===== config.mk =====
export PLATFORM = sky130hd
export DESIGN_NAME = bb_cell
export DESIGN_NICKNAME = d
export VERILOG_FILES = /design/src/rtl/bb_pkg.sv /design/src/rtl/bb_cell.sv
export SDC_FILE = /design/constraint.sdc
export NUM_CORES = 1
export LEC_CHECK = 0
export ABC_CLOCK_PERIOD_IN_PS = 2400
export BUFFER_PORTS_ARGS = -buffer_cell sky130_fd_sc_hd__buf_2
export CORE_AREA = 2 2 92 94
export DETAILED_ROUTE_END_ITERATION = 6
export DIE_AREA = 0 0 94 96
export GPL_ROUTABILITY_DRIVEN = 0
export HOLD_SLACK_MARGIN = 0.1
export PLACE_DENSITY = 0.73
export SYNTH_ARGS = -nofsm -noshare
export SYNTH_HDL_FRONTEND = slang
export SYNTH_SLANG_ARGS = --single-unit

===== constraint.sdc =====
create_clock -name clk -period 2.4 [get_ports clk]
set_input_delay 0.24 -clock clk [delete_from_list [all_inputs] [get_ports clk]]
set_output_delay 0.24 -clock clk [all_outputs]
set_load 0.02 [all_outputs]

===== src/rtl/bb_pkg.sv =====
`timescale 1ns / 1ps
// ----------------------------------------------------------------------------
// bb_pkg
// Shared types, constants and arithmetic helpers of the 3x3 box blur.
// ----------------------------------------------------------------------------
package bb_pkg;

    localparam int DEF_MAX_WIDTH = 2048;

    localparam int CH_W       = 8;
    localparam int NUM_CH     = 3;
    localparam int PIX_W      = NUM_CH * CH_W;
    localparam int CSUM_W     = 10;   // three 8-bit samples
    localparam int WSUM_W     = 12;   // nine 8-bit samples plus rounding bias
    localparam int NUM_CELLS  = 3;
    localparam int RECIP_W    = 13;
    localparam int PROD_W     = WSUM_W + RECIP_W;
    localparam int RECIP_SHIFT = 16;

    // floor(x / 9) == (x * 7282) >> 16 for every x below 2300
    localparam logic [RECIP_W-1:0] RECIP_NINE = 13'd7282;
    localparam logic [WSUM_W-1:0]  ROUND_BIAS = 12'd4;

    localparam int FW_W       = 12;
    localparam int FH_W       = 16;
    localparam int CFG_DATA_W = 16;
    localparam int CFG_ADDR_W = 1;

    localparam logic [FW_W-1:0] DEF_FRAME_WIDTH  = 12'd640;
    localparam logic [FH_W-1:0] DEF_FRAME_HEIGHT = 16'd480;

    typedef enum logic [CFG_ADDR_W-1:0] {
        REG_FRAME_WIDTH  = 1'b0,
        REG_FRAME_HEIGHT = 1'b1
    } cfg_reg_t;

    // where a result pixel comes from
    typedef enum logic [1:0] {
        SRC_CORNER,
        SRC_ABOVE,
        SRC_CENTER,
        SRC_MEAN
    } src_t;

    // channel 0 is red in the low byte
    typedef logic [NUM_CH-1:0][CH_W-1:0]   pixel_t;
    typedef logic [NUM_CH-1:0][CSUM_W-1:0] col_sum_t;
    typedef logic [NUM_CH-1:0][WSUM_W-1:0] win_sum_t;

    // one window column: its middle pixel and its per-channel sum
    typedef struct packed {
        pixel_t   center;
        col_sum_t sum;
    } col_t;

    // one line buffer entry: pixel two rows back and one row back
    typedef struct packed {
        pixel_t top;
        pixel_t above;
    } line_pair_t;

    function automatic col_t col_of(input pixel_t top, input pixel_t above,
                                    input pixel_t cur);
        col_t res;
        res.center = above;
        for (int ch = 0; ch < NUM_CH; ch++) begin
            res.sum[ch] = CSUM_W'(top[ch]) + CSUM_W'(above[ch]) + CSUM_W'(cur[ch]);
        end
        return res;
    endfunction

    // biased window sum divided by nine
    function automatic pixel_t window_mean(input win_sum_t total);
        pixel_t             res;
        logic [PROD_W-1:0]  prod;
        for (int ch = 0; ch < NUM_CH; ch++) begin
            prod    = PROD_W'(total[ch]) * PROD_W'(RECIP_NINE);
            res[ch] = prod[RECIP_SHIFT+CH_W-1:RECIP_SHIFT];
        end
        return res;
    endfunction

endpackage


===== src/rtl/bb_cell.sv =====
`timescale 1ns / 1ps
// ----------------------------------------------------------------------------
// bb_cell
// One column of the 3x3 window; shifts to its left neighbor and adds its
// column sum onto the running window sum.
// ----------------------------------------------------------------------------
module bb_cell
    import bb_pkg::*;
(
    input  logic     clk,
    input  logic     shift,
    input  col_t     col_in,
    input  win_sum_t part_in,
    output col_t     col_q,
    output win_sum_t part_out
);

    col_t col_reg;

    always_ff @(posedge clk)
    begin
        if (shift)
        begin
            col_reg <= col_in;
        end
    end

    always_comb
    begin
        for (int ch = 0; ch < NUM_CH; ch++)
        begin
            part_out[ch] = part_in[ch] + WSUM_W'(col_reg.sum[ch]);
        end
    end

    assign col_q = col_reg;

endmodule

==> summary.md, run 1 <==
| Metric | Value |
|---|---|
| Die X-Extent | between 90 and 100 um |
| Slew Viols, Final | 0 |
| CTS sink count | 54 |
| Drt pass-1 iters | 4 |
| PnR worst setup slack | -0.331 ns |
| Failing checks | setup timing |
| Largest net degree at the start of global routing | 33 |
| Syn Std Cell Area | a little over 0.003 sq mm |
| Row count | 33 |
| Post-layout util | around 65% |
| RSZ-0062 raised after global routing | true |
| Vias in the first global route | roughly 3000 |
| CP Class | flip-flop to output pin |
| Status | complete, but fails checks |
| Post-layout min period | 2.73 ns |
| DRT Wirelength | roughly 9400 um |
| Async S/R FF share, synth | 0% |
| PortBufs | 181 |
| Top post-synthesis cells by area | edfxtp_1 52%, ha_1 12%, xnor2_1 4.2%, a21oi_1 4.0%, a21o_1 3.6% |
| Cell area power density | 582 mW/mm^2 |
| Post-synth cell types | 31 |
| Critical Path End Type | output pin |
| Final period util | 114% |
| # nets final | ~630 |
| CTS root buffer | clkbuf_8 |
| Max clock buf depth | 2 |
| Clock-pin slew on the worst setup and hold paths | around 0.090 ns |
| Hold Path Class | input port to flip-flop |
| DRT iter0 DRCs | 84 |
| Post-DR vias/cell | approximately 5 |
| Register area share after synthesis | a little over half |
| Post-synth EDFFs | 54 |
| Layout cell share with drive strength beyond 1 | between 40% and 50% |
| Leakage power | around 2.4 nW |
| YS warnings | 0 |
| Max-cap violations | 0 |
| Max reg flops | 54 |
| HPWL after DPL | roughly 6800 um |
| Total grt overflow | 0 |
| Cts bufs inserted | 5 |
| Mapped Nets | 370 |
| Final Instance Area | between 0.005 and 0.006 sq mm |
| Antenna fix cells | 0 |
| Initial antenna violation count | 0 |
| Highest net fanout along the worst path | 2 |
| Crit start category | flip-flop |
| CTS tree | yes |
| WL/cell | around 15 um |
| Initial Util | between 30% and 40% |
| Fillers | roughly 620 |
| Routed via count | 3079 |
| Die Ht | 96 um |
| Count leader, synth | edfxtp_1 |
| Yosys top cell area share | 52.1% |
| First-pass GRT wire length | around 13000 um |
| H-tree depth | 2 |
| Max Fclk | 0.366 GHz |
| Ys flop type | edfxtp_1 |
| Area leader, netlist | edfxtp_1 |
| Multi-input logic area | ~0.0018 sq mm |
| Syn Inst Count | 245 |
| Syn Area/Cell | 12.7 sq um |
| Total GRT Usage | a little under a fifth |
| FF+latch count, synth | 54 |
| DRC Markers | 0 |
| Critical Path AT | 2.49 ns |
| IO Count | 182 |
| Core Box Area | around 0.0081 sq mm |
| Final setup viols | 9 |
| Dpl cell area | 0.00430 sq mm |
| Worst VDD drop | between 0.3 and 0.4 mV |
| Slew headroom | 59.7% |
| Hold Vio Cnt, Final | 0 |
| Worst-Margin Slew | between 0.6 and 0.7 ns |
| Post-synth top cells | 54 x edfxtp_1, 30 x ha_1, 25 x a21oi_1, 15 x a21o_1, 15 x xnor2_1 |
| Area Overhead vs Synth | 69.3% |
| Register area | 0.00162 sq mm |
| Number of routed nets with antenna violations | 0 |
| Worst endpoint required time | 2.16 ns |
| Die ar. | between 0.009 and 0.01 sq mm |
-- metrics by stage --
step / hold slack, ns / worst slack (ns) / std cells / TNS (ns) / total power, mW
6_report: 0.112 / -0.331 / 609 / -1.31 / 3.07
5_1_grt: 0.101 / -0.435 / 609 / -2.36 / 3.24
4_1_cts: 0.100 / -0.331 / 587 / -1.32 / 2.96
3_5_place_dp: 0.418 / -0.0606 / 547 / -0.137 / 2.31
3_3_place_gp: 0.416 / -0.0150 / 547 / -0.0271 / 2.28
2_1_floorplan: 0.339 / -0.0694 / 245 / -0.139 / 1.88
-- final cells by class --
class | count | area share (%)
Timing Repair Buffer | 251 | 31.1
Clock inverter | 3 | 0.380
Inverter | 8 | 0.570
Sequential cell | 54 | 30.8
Tap cell | 105 | 2.49
Multi-Input combinational cell | 183 | 33.3
Clock buffer | 5 | 1.31
-- where the power goes --
| group | switching (mW) | internal [mW] | total, mW |
|---|---|---|---|
| registers | 0.0404 | 1.12 | 1.16 |
| logic | 0.753 | 0.643 | 1.40 |
| clock network | 0.304 | 0.206 | 0.510 |
| total | 1.10 | 1.97 | 3.07 |
-- critical path, stage by stage, from the launching register on --
cell and delay [ns]:
edfxtp_1 0.40, ha_2 0.20, fa_2 0.35, a21o_1 0.20, a221oi_2 0.28, nor3_1 0.07
or4_4 0.54, buf_6 0.15
-- timing repair --
item / 4_1_cts / 5_1_grt
hold buffers: 28 / 21
gates resized for setup: 39 / 31
endpoints found under the hold margin: 28 / 21
endpoints found under the setup margin: 15 / 19
buffers inserted: 5 / 2
pin swaps: 16 / 11
-- cell usage in the layout (no fill, tap or decap), drive strengths merged, types with 5 or more instances in the layout --
master         n
buf          202
edfxtp        54
dlygate4sd3   49
ha            30
a21oi         25
a21o          15
xnor2         15
and3           9
xor2           9
inv            9
o21ai          7
o211ai         6
nand2          6
nand3          6
nand2b         6
nor3           6
a221oi         6
nor2           5
clkbuf         5
-- worst paths after layout --
path              cells past startpoint      endpoint  slack [ns]       from
setup / recovery                      7  part_out[22]       -0.33  col_q[10]
hold / removal                        1      col_q[5]        0.11  col_in[5]
-- routing by layer --
layer | up-vias | routed length [um] | GRT usage [%] | share of wire (%)
li1 | 1484 | - | - | -
met1 | 1452 | 3390 | 19.0 | 36
met2 | 120 | 5240 | 35.8 | 56
met3 | 23 | 517 | 3.99 | 5.5
met4 | 0 | 266 | 8.33 | 2.8
met5 | - | 0 | 0 | 0
-- cell families after synthesis --
group	share of synthesized area, %
compound gates	16.8
flops	52.1
simple gates	9.33
fa+ha+maj	14.0
xor+xnor	6.76
buf+inv	0.965
(Power assumes the default switching activity.)
==> inputs of run 2 (changes only) <==
CELL_PAD_IN_SITES_DETAIL_PLACEMENT = 0   (was not set)
CELL_PAD_IN_SITES_GLOBAL_PLACEMENT = 1   (was not set)
CORE_AREA = 2 2 101 103   (was 2 2 92 94)
DIE_AREA = 0 0 103 105   (was 0 0 94 96)
PLACE_DENSITY = not set   (was 0.73)
PLACE_DENSITY_LB_ADDON = 0.1   (was not set)
==> summary.md, run 2 (synthesized netlist as in run 1, its figures left out) <==
| Metric | Value |
|---|---|
| Status | complete, but fails checks |
| Failing checks | setup timing |
| Post-DR vias/cell | about 4.7 |
| Core Box Area | between 0.009 and 0.01 sq mm |
| RSZ-0062 raised after global routing | true |
| Die X-Extent | 103 um |
| Routed via count | about 3000 |
| WL/cell | 14.0 um |
| Vias in the first global route | a little over 3000 |
| Post-layout min period | roughly 2.7 ns |
| HPWL after DPL | about 6900 um |
| CP Class | flip-flop to output pin |
| Hold Path Class | input port to flip-flop |
| Most frequent cells in the layout | 162 x buf_2, 54 x edfxtp_1, 52 x dlygate4sd3_1 |
| DRT iter0 DRCs | between 90 and 100 |
| Post-layout util | between 50% and 60% |
| Hold depth | 1 |
| Area Overhead vs Synth | 73.8% |
| Total grt overflow | 0 |
| Die Ht | between 100 and 150 um |
| Total Power | 3.18 mW |
| H-tree depth | 2 |
| CTS root buffer | clkbuf_8 |
| Final setup viols | 10 |
| Slew headroom | between 70% and 80% |
| Die ar. | between 0.01 and 0.015 sq mm |
| CTS tree | yes |
| Max clock buf depth | 2 |
| Hold Vio Cnt, Final | 0 |
| Max Fclk | about 0.36 GHz |
| PortBufs | around 180 |
| Commonest non-fill, non-tap cell in the layout | buf_2 |
| Row count | 36 |
| Worst VDD drop | around 0.35 mV |
| Layout cell share with drive strength beyond 1 | 50.4% |
| Final period util | 114% |
| Antenna fix cells | 0 |
| Critical Path AT | ~2.5 ns |
| Worst Hold Launch | col_in[44] |
| Max reg flops | 54 |
| Slew Viols, Final | 0 |
| Critical Path End Type | output pin |
| # nets final | 640 |
| Worst-Margin Slew | 0.434 ns |
| IO Count | 182 |
| Cell area power density | roughly 590 mW/mm^2 |
| Crit start category | flip-flop |
| Cts bufs inserted | 5 |
| Post-Route Setup TNS | -1.19 ns |
| Highest net fanout along the worst path | 2 |
| DRC Markers | 0 |
| Clock-pin slew on the worst setup and hold paths | roughly 0.10 ns |
| Setup WS pre-CTS | -0.0716 ns |
| Leakage power | approximately 2.4 nW |
| Fillers | about 860 |
| Initial antenna violation count | 0 |
| Largest net degree at the start of global routing | 22 |
| Total GRT Usage | 16.4% |
| Worst endpoint required time | roughly 2.2 ns |
| Hold Path End | col_q[44] |
| Number of routed nets with antenna violations | 0 |
| First-pass GRT wire length | 14000 um |
| DRT Wirelength | between 9000 and 10000 um |
| Max-cap violations | 0 |
| PnR worst setup slack | -0.344 ns |
| CTS sink count | 54 |
| Drt pass-1 iters | 4 |
| Initial Util | approximately a third |
==> run 2: per-stage QoR <==
step | std cells | cell area (sq um) | hold WS, ns
floorplan | 245 | 3130 | 0.339
global placement | 581 | 4370 | 0.416
detailed placement | 581 | 4370 | 0.418
CTS | 643 | 5180 | 0.100
global route | 649 | 5410 | 0.100
finish | 649 | 5410 | 0.117
==> run 2: repair_timing <==
item	4_1_cts	5_1_grt
buffers inserted	7	6
hold buffers	49	3
setup endpoints to repair	17	20
pin swaps	21	17
resized for setup	41	30
endpoints found under the hold margin	49	3
==> run 2: worst max-delay path, cell delays in order (launching register included) <==
cell      delay (ns)
edfxtp_1        0.40
ha_2            0.20
fa_2            0.34
a21o_1          0.20
a221oi_2        0.30
nor3_1          0.08
or4_4           0.54
buf_6           0.15
==> run 2: how the worst max path moves through the flow <==
stage	startpoint	endpoint	slack (ns)	cells past startpoint
global route	col_q[20]	part_out[34]	-0.46	7
CTS	col_q[20]	part_out[34]	-0.36	7
global placement	col_q[20]	part_out[34]	-0.06	7
detailed placement	col_q[20]	part_out[34]	-0.07	7
floorplan	col_q[10]	part_out[22]	-0.07	6
finish	col_q[10]	part_out[22]	-0.34	7
==> run 2: routing by layer <==
metal	GRT usage [%]	part of all wire (%)	wire length (um)
met1	20.0	42	3860
met2	28.7	50	4560
met3	4.28	6.9	626
met4	3.29	0.75	68
met5	0	0	0
==> run 2: layout make-up <==
type,count,area [sq um],share of cell area (%)
Sequential cell,54,1620,30.0
Inverter,8,30.0,0.556
Clock inverter,3,42.5,0.787
Tap cell,133,166,3.08
Timing Repair Buffer,263,1740,32.1
Clock buffer,5,68.8,1.27
Multi-Input combinational cell,183,1740,32.2
==> run 2: power breakdown <==
part | internal [mW] | switching, mW
clock network | 0.312 | 0.311
registers | 1.12 | 0.0357
logic | 0.656 | 0.748
total | 2.09 | 1.09
==> inputs of run 3 (changes only) <==
ABC_CLOCK_PERIOD_IN_PS = not set   (was 2400)
GPL_TIMING_DRIVEN = 0   (was not set)
SKIP_CTS_REPAIR_TIMING = 1   (was not set)
==> summary.md, run 3 (synthesized netlist as in run 1, its figures left out) <==
| Metric | Value |
|---|---|
| Worst VDD drop | roughly 0.32 mV |
| CTS root buffer | clkbuf_8 |
| Post-layout min period | 2.82 ns |
| CTS tree | yes |
| Slew Viols, Final | 0 |
| Crit start category | flip-flop |
| Worst-Margin Slew | 1.28 ns |
| IO Count | 182 |
| Worst endpoint required time | about 2.2 ns |
| Most frequent cells in the layout | 168 x buf_2, 54 x edfxtp_1, 46 x dlygate4sd3_1 |
| Number of routed nets with antenna violations | 0 |
| H-tree depth | 2 |
| HPWL after DPL | roughly 6600 um |
| Final setup viols | 8 |
| DRT Wirelength | around 9000 um |
| DRC Markers | 0 |
| Total grt overflow | 0 |
| RSZ-0062 raised after global routing | true |
| Highest net fanout along the worst path | 3 |
| Commonest non-fill, non-tap cell in the layout | buf_2 |
| Post-DR vias/cell | 4.71 |
| Clock-pin slew on the worst setup and hold paths | about 0.10 ns |
| Initial Util | around a third |
| Drt pass-1 iters | 4 |
| Die Ht | ~110 um |
| Max-cap violations | 0 |
| WL met3 | roughly 670 um |
| CTS sink count | 54 |
| Die ar. | between 0.01 and 0.015 sq mm |
| PortBufs | 181 |
| Met2 wire len | 4640 um |
| Routed via count | 2941 |
| Leakage power | 2.29 nW |
| Cell area power density | 584 mW/mm^2 |
| Dpl cell area | about 0.0042 sq mm |
| Hold depth | 1 |
| Area Overhead vs Synth | 64.9% |
| Critical Path AT | roughly 2.6 ns |
| Core Box Area | ~0.0096 sq mm |
| Slew headroom | between 10 and 15% |
| Final Instance Area | a little over 0.005 sq mm |
| Total GRT Usage | between 10% and 20% |
| Cts bufs inserted | 5 |
| WL/cell | roughly 14 um |
| Length of routed wiring on met1 | 3580 um |
| Total Power | roughly 3 mW |
| Max clock buf depth | 2 |
| Critical Path End Type | output pin |
| Row count | 36 |
| CP Class | flip-flop to output pin |
| PnR worst setup slack | -0.416 ns |
| Final period util | 117% |
| Antenna fix cells | 0 |
| Hold Path Class | input port to flip-flop |
| Max reg flops | 54 |
| Largest net degree at the start of global routing | between 50 and 60 |
| Status | complete, but fails checks |
| Failing checks | setup timing |
| # nets final | about 600 |
| Max Fclk | between 0.3 and 0.4 GHz |
| Initial antenna violation count | 0 |
| Hold Vio Cnt, Final | 0 |
| Die X-Extent | just over 100 um |
| Layout cell share with drive strength beyond 1 | between 40% and 50% |
| Vias in the first global route | 2617 |
| Top layer in use | met4 |
| DRT iter0 DRCs | 65 |
| Setup WS pre-CTS | -0.197 ns |
| First-pass GRT wire length | 12300 um |
[run 3: cell types whose count changed in the layout (fill, tap and decap cells not counted), moves of 3 or more]
cell	change
ha_1	+3
dlygate4sd3_1	-6
buf_4	-17
buf_2	+6
buf_6	-7
[run 3: through the flow]
step	TNS [ns]	hold WS (ns)	util, %	cells
floorplan	-0.139	0.339	-	245
global placement	-0.468	0.416	43.6	559
detailed placement	-0.504	0.418	43.6	559
CTS	-2.64	0.0861	44.5	567
global route	-2.94	0.101	53.2	625
finish	-1.47	0.108	53.2	625
[run 3: path summary, 6_finish.rpt]
path,startpoint,endpoint,slack (ns)
worst min-delay path,col_in[29],col_q[29],0.11
worst max-delay path,col_q[20],part_out[34],-0.42
[run 3: report_power, final]
part	total [mW]	internal (mW)	leakage (nW)	switching (mW)
clock network	0.521	0.208	0.0432	0.313
registers	1.16	1.12	0.528	0.0374
logic	1.32	0.582	1.72	0.733
[run 3: worst max-delay path: stages, from the launching register on]
cell      delay, ns
edfxtp_1       0.45
ha_4           0.20
fa_2           0.35
a21o_1         0.21
a221oi_4       0.32
nor3_2         0.07
or4_4          0.54
buf_6          0.15
[run 3: final cells by class]
cell class,instances,area [sq um]
clock buffer,6,72.6
clock inverter,2,12.5
fill,905,4510
inverter,8,30.0
multi-input combinational,183,1730
sequential,54,1620
tap,133,166
timing repair buffer,239,1500
[run 3: per-layer routing]
layer  vias to the layer above  global-route usage (%)
met5                         -                       0
met2                       110                    24.6
met1                      1360                    17.7
met3                         8                    5.28
met4                         0                    3.10
li1                       1463                       -
